## config.mk

```make
export PLATFORM = sky130hd
export DESIGN_NAME = cdma_spread_despread_unit
export DESIGN_NICKNAME = d
export VERILOG_FILES = /design/src/design/cdma_pkg.sv /design/src/design/cdma_spread_despread_unit.sv /design/src/design/cdma_spreader.sv /design/src/design/cdma_correlator.sv
export SDC_FILE = /design/constraint.sdc
export NUM_CORES = 1
export LEC_CHECK = 0
export BUFFER_PORTS_ARGS = -buffer_cell sky130_fd_sc_hd__buf_4
export CAP_MARGIN = 20
export CORE_MARGIN = 2
export CORE_UTILIZATION = 59
export DETAILED_ROUTE_END_ITERATION = 7
export PLACE_DENSITY = 0.9
export SLEW_MARGIN = 20
export SYNTH_ARGS = -nofsm -noshare
export SYNTH_HDL_FRONTEND = slang
export SYNTH_HIERARCHICAL = 1
export SYNTH_SLANG_ARGS = --single-unit
```

## constraint.sdc

```tcl
create_clock -name clk -period 13 [get_ports clk]
set_input_delay 3.9 -clock clk [delete_from_list [all_inputs] [get_ports clk]]
set_output_delay 3.9 -clock clk [all_outputs]
set_load 0.01 [all_outputs]
```

## src/design/cdma_pkg.sv

```systemverilog
// Shared types and constants of the four-user spread/despread unit.
// Holds the item structs, code register defaults and command codes.
// No dependencies.
`default_nettype none

package cdma_pkg;

    localparam int NUM_USERS   = 4;
    localparam int NUM_CHIPS   = 8;
    localparam int LEVEL_W     = 3;
    localparam int CHIP_WORD_W = NUM_CHIPS * LEVEL_W;
    localparam int BYTE_W      = 8;
    localparam int CFG_IDX_W   = 2;

    // Command of an input item
    localparam logic CMD_SPREAD   = 1'b0;
    localparam logic CMD_DESPREAD = 1'b1;

    // Kind of a result item
    localparam logic KIND_CHIP_WORD = 1'b0;
    localparam logic KIND_BYTES     = 1'b1;

    // Register indexes on the configuration port
    localparam logic [CFG_IDX_W-1:0] REG_CODE_USER_ONE   = 2'd0;
    localparam logic [CFG_IDX_W-1:0] REG_CODE_USER_TWO   = 2'd1;
    localparam logic [CFG_IDX_W-1:0] REG_CODE_USER_THREE = 2'd2;
    localparam logic [CFG_IDX_W-1:0] REG_CODE_USER_FOUR  = 2'd3;

    // Per-user bytes and per-user codes, index 0 is user one
    typedef logic [NUM_USERS-1:0][BYTE_W-1:0] user_bytes_t;
    typedef logic [NUM_USERS-1:0][NUM_CHIPS-1:0] codes_t;

    localparam codes_t CODE_RESET = {8'd66, 8'd58, 8'd116, 8'd216};

    typedef struct packed {
        logic                   cmd;
        logic [BYTE_W-1:0]      user_one_byte;
        logic [BYTE_W-1:0]      user_two_byte;
        logic [BYTE_W-1:0]      user_three_byte;
        logic [BYTE_W-1:0]      user_four_byte;
        logic [CHIP_WORD_W-1:0] chip_word_in;
    } in_item_t;

    typedef struct packed {
        logic                   kind;
        logic [CHIP_WORD_W-1:0] chip_word_out;
        logic                   last;
        logic [BYTE_W-1:0]      out_user_one;
        logic [BYTE_W-1:0]      out_user_two;
        logic [BYTE_W-1:0]      out_user_three;
        logic [BYTE_W-1:0]      out_user_four;
    } out_item_t;

endpackage

`default_nettype wire

```

## src/design/cdma_spread_despread_unit.sv

```systemverilog
// Four-user code-division spread/despread unit, top level.
// Depends on cdma_pkg, cdma_spreader and cdma_correlator.
//
// Usage:
//   Input items (in_valid/in_ready, in_data) are either a spread command with
//   four user bytes or a despread command with one 24-bit chip word.
//   Results leave on out_valid/out_ready with out_data.
//   An accepted item sits in a stage register; its first result is loaded into
//   the output register once that register is free, and out_valid rises with
//   it.
//   Spread: eight chip words, one per cycle while the output is not stalled,
//   MSB data bit first, last set on the eighth. The stage register holds the
//   item until its eighth word is loaded; only then is a new item accepted.
//   Despread: one item per cycle while the output is free. Only the eighth word
//   of a run gives a result (four recovered bytes); the others update the bit
//   accumulators. The user must write codes on cfg_we/cfg_index/cfg_wdata only
//   while the unit is idle; the unit does not enforce this. Reset: codes go to
//   their defaults, the despread run and both registers are emptied. A stalled
//   output holds its item; a stage item needing it holds, and in_ready drops.
`default_nettype none

module cdma_spread_despread_unit (
    input  wire logic                               clk,
    input  wire logic                               rst_n,
    input  wire logic                               in_valid,
    output logic                                    in_ready,
    input  wire cdma_pkg::in_item_t                 in_data,
    output logic                                    out_valid,
    input  wire logic                               out_ready,
    output cdma_pkg::out_item_t                     out_data,
    input  wire logic                               cfg_we,
    input  wire logic [cdma_pkg::CFG_IDX_W-1:0]     cfg_index,
    input  wire logic [cdma_pkg::BYTE_W-1:0]        cfg_wdata
);

    cdma_pkg::codes_t      code_reg;
    logic                  stage_valid_reg;
    cdma_pkg::in_item_t    stage_item_reg;
    logic [2:0]            chip_idx_reg;
    logic [2:0]            bit_position_reg;
    cdma_pkg::user_bytes_t recovered_reg;
    logic                  out_valid_reg;
    cdma_pkg::out_item_t   out_data_reg;

    cdma_pkg::user_bytes_t                 stage_bytes;
    cdma_pkg::user_bytes_t                 merged;
    logic [cdma_pkg::CHIP_WORD_W-1:0]      spread_word;
    logic [cdma_pkg::NUM_USERS-1:0]        despread_bits;
    logic [cdma_pkg::BYTE_W-1:0]           bit_mask;
    cdma_pkg::out_item_t                   out_next;
    logic in_accept, out_free, is_spread, run_end, needs_out, step, stage_done, out_load;

    assign stage_bytes = {stage_item_reg.user_four_byte, stage_item_reg.user_three_byte,
                          stage_item_reg.user_two_byte, stage_item_reg.user_one_byte};

    cdma_spreader u_spreader (
        .data      (stage_bytes),
        .codes     (code_reg),
        .bit_sel   (3'd7 - chip_idx_reg),
        .chip_word (spread_word)
    );

    cdma_correlator u_correlator (
        .chip_word (stage_item_reg.chip_word_in),
        .codes     (code_reg),
        .bits      (despread_bits)
    );

    // Handshake and stage control
    assign in_accept  = in_valid && in_ready;
    assign out_free   = !out_valid_reg || out_ready;
    assign is_spread  = (stage_item_reg.cmd == cdma_pkg::CMD_SPREAD);
    assign run_end    = (bit_position_reg == 3'd7);
    assign needs_out  = is_spread || run_end;
    assign step       = stage_valid_reg && (!needs_out || out_free);
    assign stage_done = step && (!is_spread || (chip_idx_reg == 3'd7));
    assign out_load   = step && needs_out;
    assign in_ready   = !stage_valid_reg || stage_done;

    // Merge this word's bits into the accumulators
    assign bit_mask = 8'b1000_0000 >> bit_position_reg;
    always_comb
    begin
        for (int u = 0; u < cdma_pkg::NUM_USERS; u++)
        begin
            merged[u] = recovered_reg[u] | (despread_bits[u] ? bit_mask : '0);
        end
    end

    // Build the next result
    always_comb
    begin
        out_next = '0;
        if (is_spread)
        begin
            out_next.kind          = cdma_pkg::KIND_CHIP_WORD;
            out_next.chip_word_out = spread_word;
            out_next.last          = (chip_idx_reg == 3'd7);
        end
        else
        begin
            out_next.kind           = cdma_pkg::KIND_BYTES;
            out_next.out_user_one   = merged[0];
            out_next.out_user_two   = merged[1];
            out_next.out_user_three = merged[2];
            out_next.out_user_four  = merged[3];
        end
    end

    // Control state
    always_ff @(posedge clk or negedge rst_n)
    begin
        if (!rst_n)
        begin
            code_reg         <= cdma_pkg::CODE_RESET;
            stage_valid_reg  <= 1'b0;
            chip_idx_reg     <= '0;
            bit_position_reg <= '0;
            recovered_reg    <= '0;
            out_valid_reg    <= 1'b0;
        end
        else
        begin
            if (cfg_we)
            begin
                code_reg[cfg_index] <= cfg_wdata;
            end
            if (in_accept)
                stage_valid_reg <= 1'b1;
            else if (stage_done)
                stage_valid_reg <= 1'b0;
            // Advance the chip word index; it wraps to zero after the eighth
            if (step && is_spread)
                chip_idx_reg <= chip_idx_reg + 3'd1;
            // Advance or close the despread run
            if (step && !is_spread)
            begin
                if (run_end)
                begin
                    bit_position_reg <= '0;
                    recovered_reg    <= '0;
                end
                else
                begin
                    bit_position_reg <= bit_position_reg + 3'd1;
                    recovered_reg    <= merged;
                end
            end
            if (out_load)
                out_valid_reg <= 1'b1;
            else if (out_ready)
                out_valid_reg <= 1'b0;
        end
    end

    // Payload registers
    always_ff @(posedge clk)
    begin
        if (in_accept)
            stage_item_reg <= in_data;
        if (out_load)
            out_data_reg <= out_next;
    end

    assign out_valid = out_valid_reg;
    assign out_data  = out_data_reg;

    // A spread run in progress means the stage holds a spread item
    a_chip_idx_in_spread: assert property (@(posedge clk) disable iff (!rst_n)
        (chip_idx_reg != 3'd0) |-> (stage_valid_reg && is_spread))
        else $error("chip index advanced without a spread item in the stage");

    // A byte result closes the run and clears the accumulators
    a_run_cleared: assert property (@(posedge clk) disable iff (!rst_n)
        (out_load && !is_spread) |=> ((bit_position_reg == 3'd0) && (recovered_reg == '0)))
        else $error("despread run not cleared after byte result");

    // The stage is never dropped without having produced its results
    a_no_drop: assert property (@(posedge clk) disable iff (!rst_n)
        (stage_valid_reg && needs_out && !out_free) |=> stage_valid_reg)
        else $error("stage item dropped while output was stalled");

endmodule

`default_nettype wire

```

## src/design/cdma_spreader.sv

```systemverilog
// Chip word builder: one data bit of each user spread over eight chips.
// Depends on cdma_pkg.
`default_nettype none

module cdma_spreader (
    input  wire cdma_pkg::user_bytes_t              data,
    input  wire cdma_pkg::codes_t                   codes,
    input  wire logic [2:0]                         bit_sel,
    output logic [cdma_pkg::CHIP_WORD_W-1:0]        chip_word
);

    // Level of a chip is the number of users whose data bit matches the chip
    always_comb
    begin
        logic [cdma_pkg::NUM_USERS-1:0] dbits;
        logic [cdma_pkg::LEVEL_W-1:0]   level;
        chip_word = '0;
        for (int u = 0; u < cdma_pkg::NUM_USERS; u++)
        begin
            dbits[u] = data[u][bit_sel];
        end
        for (int k = 0; k < cdma_pkg::NUM_CHIPS; k++)
        begin
            level = '0;
            for (int u = 0; u < cdma_pkg::NUM_USERS; u++)
            begin
                level = level + {2'b00, ~(dbits[u] ^ codes[u][k])};
            end
            chip_word[cdma_pkg::CHIP_WORD_W-1-cdma_pkg::LEVEL_W*k -: cdma_pkg::LEVEL_W] =
                level;
        end
    end

endmodule

`default_nettype wire

```

## src/design/cdma_correlator.sv

```systemverilog
// Despread correlator: one chip word against all four codes, one bit per user.
// Depends on cdma_pkg.
`default_nettype none

module cdma_correlator (
    input  wire logic [cdma_pkg::CHIP_WORD_W-1:0] chip_word,
    input  wire cdma_pkg::codes_t                 codes,
    output logic [cdma_pkg::NUM_USERS-1:0]        bits
);

    // Sum of +/-(2*level-4); a quotient of -1 by 8 means a sum in -15..-8
    always_comb
    begin
        logic signed [7:0]            acc;
        logic signed [5:0]            term;
        logic [cdma_pkg::LEVEL_W-1:0] lvl;
        bits = '0;
        for (int u = 0; u < cdma_pkg::NUM_USERS; u++)
        begin
            acc = '0;
            for (int k = 0; k < cdma_pkg::NUM_CHIPS; k++)
            begin
                lvl  = chip_word[cdma_pkg::CHIP_WORD_W-1-cdma_pkg::LEVEL_W*k -:
                                 cdma_pkg::LEVEL_W];
                term = $signed({2'b00, lvl, 1'b0}) - 6'sd4;
                if (codes[u][k])
                    acc = acc + {{2{term[5]}}, term};
                else
                    acc = acc - {{2{term[5]}}, term};
            end
            bits[u] = !((acc >= -8'sd15) && (acc <= -8'sd8));
        end
    end

endmodule

`default_nettype wire
```

---- Yosys cells after proc, flatten, opt, wreduce, memory -nomap -nowiden ----
Index checks and enable logic that the tools add are counted.
word-level totals
  register bits after elaboration ......... 187
  output and inout bits ................... 60
  word-level logic and storage cells ...... 275
operators by class
  $add $sub $neg .......................... 92
  magnitude comparators ................... 11
  equal/unequal tests ..................... 2
  shift operators ......................... 1
  mux-type cells .......................... 54
  bitwise gates (word level) .............. 69
  reductions and logical operators ........ 21
operators with widths
  cell                   count
  $mux W8                37
  $add A8 B8 Y8          28
  $sub A8 B8 Y8          28
  $add A3 B1 Y3          16
  $sub A4 B3 Y5 const B  8
  $not A1 Y1             33
  $bwmux W32             1
  $ge A8 B5 Y1 const B   4
  $le A8 B4 Y1 const B   4
  $mux W32               1
  $or A8 B8 Y8           4
  $xor A1 B1 Y1          32
  $add A1 B1 Y2          8
  $demux W8 S2           1
  $bmux W1 S3            4
  $logic_and A1 B1 Y1    11
  $mux W1                9
  $shr A8 B3 Y8 const A  1
  $add A3 B1 Y3 const B  2
  $eq A3 B3 Y1 const B   2
  $sub A1 B5 Y6 const A  1
  $logic_or A1 B1 Y1     5
  $lt A3 B4 Y1 const B   1
  $reduce_bool A2 Y1     2
  5 further kinds        7

---- Longest topological paths before layout ----
Gate-level depths: netlist of run 1.
  depth in word-level cells ............... 22
  mapped depth ............................ 37
  depth with buffers taken out ............ 37

---- By module ----
Netlist of run 1, hierarchy kept.
modules (own cells, without submodules)
  module                     times used  cells an instance  area each (sq um)  sequential area each (sq um)
  cdma_correlator            1           938                7897.6             0.0
  cdma_spread_despread_unit  1           441                6961.7             5272.6
  cdma_spreader              1           95                 1016.0             0.0

---- Least setup slack after synthesis of run 1 ----
No wires, ideal clock.
  path type ............................... input-to-reg
  start ................................... input out_ready
  end ..................................... register stage_item_reg (netlist bit stage_bytes[0]) (enable)
  library setup time ...................... 557 ps
  arrival time ............................ 8394 ps
  path slack .............................. 4049 ps
  stages on the path ...................... 3
  path buffers ............................ 0
  path through ............................ nand2b_1 -> a21oi_1 -> a211oi_1
on the way
  word-level cells in the longest chain between the ends .. 6
ends and longest elaborated chain
  item                  RTL line                          text
  start, declared       cdma_spread_despread_unit.sv:29   input wire logic out_ready,
  $logic_or A1 B1 Y1    cdma_spread_despread_unit.sv:71   assign out_free = !out_valid_reg || out_ready;
  $logic_or A1 B1 Y1    cdma_spread_despread_unit.sv:75   assign step = stage_valid_reg && (!needs_out || out_free);
  $logic_and A1 B1 Y1   cdma_spread_despread_unit.sv:75
  $logic_and A1 B1 Y1   cdma_spread_despread_unit.sv:76   assign stage_done = step && (!is_spread || (chip_idx_reg == 3'd7));
  $logic_or A1 B1 Y1    cdma_spread_despread_unit.sv:78   assign in_ready = !stage_valid_reg || stage_done;
  $logic_and A1 B1 Y1   cdma_spread_despread_unit.sv:70   assign in_accept = in_valid && in_ready;
  named net in_accept   cdma_spread_despread_unit.sv:51   logic in_accept, out_free, is_spread, run_end, needs_out, step, stage_done, out_load;
  end signal, assigned  cdma_spread_despread_unit.sv:160  stage_item_reg <= in_data;
  end, declared         cdma_spread_despread_unit.sv:38   cdma_pkg::in_item_t stage_item_reg;
The timed path passes the listed nets, and every way through them passes these cells.
A chain may end at the register's enable or synchronous reset.

---- Worst setup path in the final report of run 1 ----
  start ................................... input out_ready
  end ..................................... output in_ready
on the way
  word-level cells in the longest chain between the ends .. 5
ends and longest elaborated chain
  item                 RTL line                         text
  $logic_or A1 B1 Y1   cdma_spread_despread_unit.sv:71
  $logic_or A1 B1 Y1   cdma_spread_despread_unit.sv:75
  $logic_and A1 B1 Y1  cdma_spread_despread_unit.sv:75
  $logic_and A1 B1 Y1  cdma_spread_despread_unit.sv:76
  $logic_or A1 B1 Y1   cdma_spread_despread_unit.sv:78
  end, declared        cdma_spread_despread_unit.sv:26  output logic in_ready,
No other way between the ends.

==> results of run 1 <==
-- critical path: cells and delay by family --
family,cells,cell delay [ps]
simple gates,2,600
compound gates,1,100
buf+inv,2,290
-- kinds of logic (layout without fill, tap and decap cells) --
| kind of cell | Yosys count | in the layout |
|---|---|---|
| DFF | 187 | 187 |
| adders and majority gates | 239 | 239 |
| muxes | 134 | 134 |
| buffers and inverters | 150 | 278 |
| and+or+nand+nor | 221 | 221 |
| AOI/OAI and AO/OA | 335 | 335 |
| xor gates and xnor gates | 208 | 208 |
-- stage by stage --
| step | hold slack (ps) | instance area (um^2) |
|---|---|---|
| floorplan | 435 | 15900 |
| global placement | 470 | 17100 |
| detailed placement | 472 | 17100 |
| CTS | 500 | 17700 |
| global route | 524 | 17700 |
| finish | 500 | 17700 |
-- cell type report --
cell class	count	area, um^2
Clock buffer	18	450
Clock inverter	14	190
Fill cell	1812	8940
Inverter	112	420
Multi-Input combinational cell	1137	9950
Sequential cell	187	5270
Tap cell	341	427
Timing Repair Buffer	134	1010
-- how the worst max path moves through the flow --
stage                                  from  slack [ps]                            end  depth (start not counted)
5_1_grt        stage_item_reg[19]$_DFFE_PP_        4040  recovered_reg[27]$_DFFE_PN0P_                         35
3_3_place_gp                      out_ready        4310                       in_ready                          5
6_report                          out_ready        4220                       in_ready                          5
3_5_place_dp                      out_ready        4290                       in_ready                          5
2_1_floorplan                     out_ready        4050       stage_bytes[0]$_DFFE_PP_                          3
4_1_cts                           out_ready        4220                       in_ready                          5
-- layer usage --
layer | global-route usage, % | up-vias | share of wire [%]
met4 | 15.6 | 2 | 5.6
li1 | - | 5446 | -
met2 | 48.9 | 550 | 50
met1 | 31.0 | 5663 | 38
met3 | 4.44 | 160 | 5.9
met5 | 0 | - | 0.021
-- synth_stat cells (3+ instances only) --
library cell    n  area (um^2)
a211oi_1       13         97.6
mux2_4          3         45.0
nor2_1        121          454
fa_1           44          881
nand3b_2        3         33.8
buf_4           3         22.5
clkbuf_1       12         45.0
inv_1         112          420
a31oi_1        12         75.1
dfrtp_1        58         1450
edfxtp_1      115         3450
and2_1          8         50.1
a21o_1         45          338
xor2_1         88          771
mux4_2          4         90.1
nand3_1         6         30.0
o21bai_1       41          308
xnor3_1        10          225
mux2i_1        64          641
o21a_1         15          113
buf_6          10          113
ha_1          195         2440
a41oi_1        16          140
dfstp_2        14          368
o21ai_0        34          170
nor3_1          5         25.0
nor2b_1        44          275
xnor2_1       107          937
and3_1         10         62.6
buf_2           8         40.0
mux2_2         63          709
a21oi_1       154          771
buf_1           4         15.0
nand2_1        14         52.6
nand2b_1        3         18.8
==> flow_summary.ini, run 1 <==
[detailed_routing]
wl_per_cell_um = 19.9
routed_wirelength_um = 38600
drc_errors = 0
route.antenna.remaining_nets = 0
vias = 11800
vias_per_cell = 6.08
drt-initial-drc-count = 1003
dr.pass1.iters = 5

[clocking]
cts_tree = yes
clock-sinks = 187
htreeDepth = 4
clkTransAtPathRegs_ps = 80
cts_resized = 0
cts_root_buffer = clkbuf_16
cts_buffer_depth = 2
numCtsBuffers = 17
post_cts_buffers = 0
ctsHoldBuffers = 0
clk_latency_ps = 460

[global_route]
grt_max_degree = 73
grt_pass1_vias = 12300
antenna_found_initial = 1
grt_pass1_wl_um = 61200
grt_overflow = 0
grtUsageTotal_pct = 27.3

[final_layout]
n_antenna_cell = 0
stdcell_count = 1943
largest_reg_flops = 58
area_delta_synth_final_pct = 11.6
drive_above_1_share_pct = 16.1
finish.utilization_pct = 66.5
layout_commonest_cell = ha_1
mostFrequentLayoutCells = 195 x ha_1, 154 x a21oi_1, 134 x buf_4
num-nets-final = 1900

[worst_setup_path]
crit_fanout = 3
r2r_slack_ps = 4410
r2r_cells = 34
crit_chain = buf_4 -> nor2b_1 -> and2_1 -> a21oi_1 -> buf_4
start_kind = input port
r2r-end = out_data[3]$_SDFFCE_PN0P_
crit_top_cell = buf_4
critical-path-slowest-cell = and2_1
end_kind = output port
worst_ep_arrival_time_ps = 4880
reg2reg_from = stage_item_reg[19]$_DFFE_PP_
setup.worst_path.class = in2out
slowest_delay_ps = 310
worstPathRequired_ps = 9100

[placement]
io_buffers = 131
dp_cells = 1911
pre_cts_slack_ps = 4290
gp_congestion = 0.989
post-dp-hpwl_um = 28400

[timing]
final-setup-viol-count = 0
skew_ps = 20.3
maxSlewViolCount = 0
post-route-period-util_pct = 67.6
worst_pin_slew_ps = 1100
hold_viol = 0
max-slew-margin-rel_pct = 26.7
period_needed_ps = 8780
max_freq_mhz = 114
rsz0062_at_grt = no
tns_ps = 0
worst_slack_ps = 4220

[worst_hold_path]
min_to = recovered_reg[24]$_DFFE_PN0P_
worstHoldStart = recovered_reg[24]$_DFFE_PN0P_
worstHoldPathCells = 1
hold_path_class = reg2reg

[synthesis]
synthDistinctLibCells = 48
yosys.area_share.xor_xnor_pct = 12.6
synth_mux_area_share_pct = 9.36
synth_top_family_by_area = adder cells
avgSynthCellArea_um2 = 10.8
ys_seq_area_share_pct = 33.2
ys_warn_count = 6
synth-edff-count = 115
synth_compound_area_share_pct = 12.9
mappedNetlistNets = 1785
ys.flop_type = edfxtp_1
synthSimpleGateAreaFrac_pct = 6.73
async_reset_ff_share_pct = 38.5
synth_area_mm2 = 0.0159
synth-adder-area-share_pct = 20.9
syn_inst = 1474
ys_ff_latch = 187

[job]
cap_violations = 0

[die]
die_height_um = 168
start_util_pct = 59.6
dieArea_mm2 = 0.0282
ios = 132
core_mm2 = 0.0267
row_count = 60
die_w_um = 168

[status]
status = completed
Power of run 1 is not shown: default switching activity piles up to over one toggle a cycle in this logic, so the estimate is an artifact.
==> inputs of run 2 (changes only) <==
--- a/config.mk
+++ b/config.mk
@@ -5,12 +5,13 @@
 export SDC_FILE = /design/constraint.sdc
 export NUM_CORES = 1
 export LEC_CHECK = 0
+export ABC_AREA = 1
 export BUFFER_PORTS_ARGS = -buffer_cell sky130_fd_sc_hd__buf_4
 export CAP_MARGIN = 20
 export CORE_MARGIN = 2
 export CORE_UTILIZATION = 59
 export DETAILED_ROUTE_END_ITERATION = 7
-export PLACE_DENSITY = 0.9
+export PLACE_DENSITY = 0.89
 export SLEW_MARGIN = 20
 export SYNTH_ARGS = -nofsm -noshare
 export SYNTH_HDL_FRONTEND = slang
==> constraint.sdc (replaced) <==
create_clock -name clk -period 9 [get_ports clk]
set_input_delay 2.7 -clock clk [delete_from_list [all_inputs] [get_ports clk]]
set_output_delay 2.7 -clock clk [all_outputs]
set_load 0.01 [all_outputs]
==> run 2 against run 1 <==
  * Hold slack lost 24 ps
  * Core utilization grew 0.66 points
  * Cell count increased by 44%
  * Global-route usage rose by 0.78 points
  * Count of clock-buffer cells in the layout is the same
  * Die area rose by 8.9%
  * Critical path type is now reg2reg
==> flow_summary.ini, run 2 <==
[die]
die_height_um = 175
ios = 132
start_util_pct = 60.2
row_count = 62
dieArea_mm2 = 0.0308
die_w_um = 175
core_mm2 = 0.0288

[clocking]
clkTransAtPathRegs_ps = 80
cts_resized = 0
clock-sinks = 187
cts_root_buffer = clkbuf_16
numCtsBuffers = 17
clk_latency_ps = 470
htreeDepth = 4
ctsHoldBuffers = 0
cts_buffer_depth = 2
post_cts_buffers = 0
cts_tree = yes

[timing]
hold_viol = 0
hold_ws_ps = 476
max-slew-margin-rel_pct = 39.4
tns_ps = 0
post-route-period-util_pct = 87.5
final-setup-viol-count = 0
worst_pin_slew_ps = 909
period_needed_ps = 7880
skew_ps = 29.5
maxSlewViolCount = 0
max_freq_mhz = 127
rsz0062_at_grt = no

[synthesis]
synth_top_family_by_area = simple AND/OR/NAND/NOR gates
synth_mux_area_share_pct = 0
synth_common_cells = 615 x nand2_1, 395 x inv_1, 195 x ha_1
mappedNetlistNets = 2592
async_reset_ff_share_pct = 38.5
syn_inst = 2281
synth-adder-area-share_pct = 19.2
synth_area_leaders = edfxtp_1 20%, ha_1 14%, nand2_1 13%, inv_1 8.6%, dfrtp_1 8.4%
ys_ff_latch = 187
synthSimpleGateAreaFrac_pct = 23.7
synth_area_mm2 = 0.0173
synthDistinctLibCells = 43
ys_warn_count = 6
ys.flop_type = edfxtp_1
yosysMostFrequentCell = nand2_1
synth_compound_area_share_pct = 10.9
avgSynthCellArea_um2 = 7.60
yosys.area_share.xor_xnor_pct = 5.96
synth-edff-count = 115
ys_seq_area_share_pct = 30.4
yosysTopAreaCell = edfxtp_1
synth_top_area_share_pct = 19.9

[detailed_routing]
vias = 15300
drt-initial-drc-count = 1358
route.antenna.remaining_nets = 0
dr.max_layer_used = met4
wl_per_cell_um = 15.1
dr.pass1.iters = 6
routed_wirelength_um = 42500
drt-met1-wl_um = 17300
met3_length_um = 2170
drc_errors = 0
vias_per_cell = 5.47
wl_met2_um = 20900

[global_route]
grt_pass1_wl_um = 69600
grt_pass1_vias = 14900
antenna_found_initial = 0
grtUsageTotal_pct = 28.1
grt_max_degree = 73
grt_overflow = 0

[placement]
gp_congestion = 0.954
placed_area_mm2 = 0.0187
io_buffers = 131
post-dp-hpwl_um = 33200

[status]
status = completed

[final_layout]
area_delta_synth_final_pct = 11.5
mostFrequentLayoutCells = 615 x nand2_1, 394 x inv_1, 195 x ha_1
layout_commonest_cell = nand2_1
num-nets-final = 2721
fillerInstances = 2237
n_antenna_cell = 0
largest_reg_flops = 58
design_area_mm2 = 0.0193
finish.utilization_pct = 67.1
drive_above_1_share_pct = 10.4

[worst_setup_path]
crit_fanout = 8
worst_ep_arrival_time_ps = 8190
end_kind = flip-flop
worstPathRequired_ps = 9320
r2r_slack_ps = 1120
critical-path-slowest-cell = fa_1
slowest_delay_ps = 580
setup.worst_path.class = reg2reg
crit_top_cell = nand2_1
start_kind = flip-flop

[worst_hold_path]
hold_path_class = reg2reg

[job]
cap_violations = 0
==> run 2: cell count changes after synthesis, sizes merged, moves of 40 or more <==
cell   change
inv      +300
xnor2     -46
nand2    +616
mux2i     -64
a21o      -44
mux2      -66
nor2b     -40
nand3    +149
o21ai    +113
==> run 2: final timing paths <==
path | startpoint | end | depth (start not counted)
max in group asynchronous | rst_n | code_reg[24]$_DFFE_PN0P_ | 1
hold / removal | recovered_reg[16]$_DFFE_PN0P_ | recovered_reg[16]$_DFFE_PN0P_ | 2
min in group asynchronous | rst_n | recovered_reg[7]$_DFFE_PN0P_ | 1
setup reg to reg | stage_item_reg[22]$_DFFE_PP_ | recovered_reg[17]$_DFFE_PN0P_ | 46
setup / recovery | stage_item_reg[22]$_DFFE_PP_ | recovered_reg[17]$_DFFE_PN0P_ | 46
hold reg to reg | recovered_reg[16]$_DFFE_PN0P_ | recovered_reg[16]$_DFFE_PN0P_ | 2
==> run 2: stage by stage <==
stage          setup slack (ps)  cells
2_1_floorplan              2190   2281
3_3_place_gp               1580   2773
3_5_place_dp               1330   2773
4_1_cts                    1210   2805
5_1_grt                     483   2807
6_report                   1120   2807
==> run 2: critical path: cells and delay by family (launching register included) <==
family	cells	cell delay, ps
fa+ha+maj	9	3140
simple gates	17	1610
compound gates	5	1010
xor+xnor	6	1000
flops	1	490
buf+inv	9	470
==> run 2: area by class of cell <==
type	instances	area, um^2	share of cell area [%]
Clock buffer	18	450	2.33
Clock inverter	14	163	0.842
Inverter	413	1550	8.04
Multi-Input combinational cell	1655	10400	53.6
Sequential cell	187	5270	27.3
Tap cell	384	480	2.49
Timing Repair Buffer	136	1040	5.41
==> run 2: metal layers <==
metal / up-vias / GRT usage (%)
li1: 7619 / -
met1: 7027 / 33.6
met2: 565 / 49.5
met3: 130 / 3.38
met4: 0 / 15.0
met5: - / 0
==> run 2: logic make-up after synthesis <==
logic type,count (synthesis)
adders and majority gates,239
DFF,187
AOI/OAI and AO/OA,348
buffers and inverters,439
xor gates and xnor gates,118
and+or+nand+nor,950
Power of run 2 is left out for the same reason.
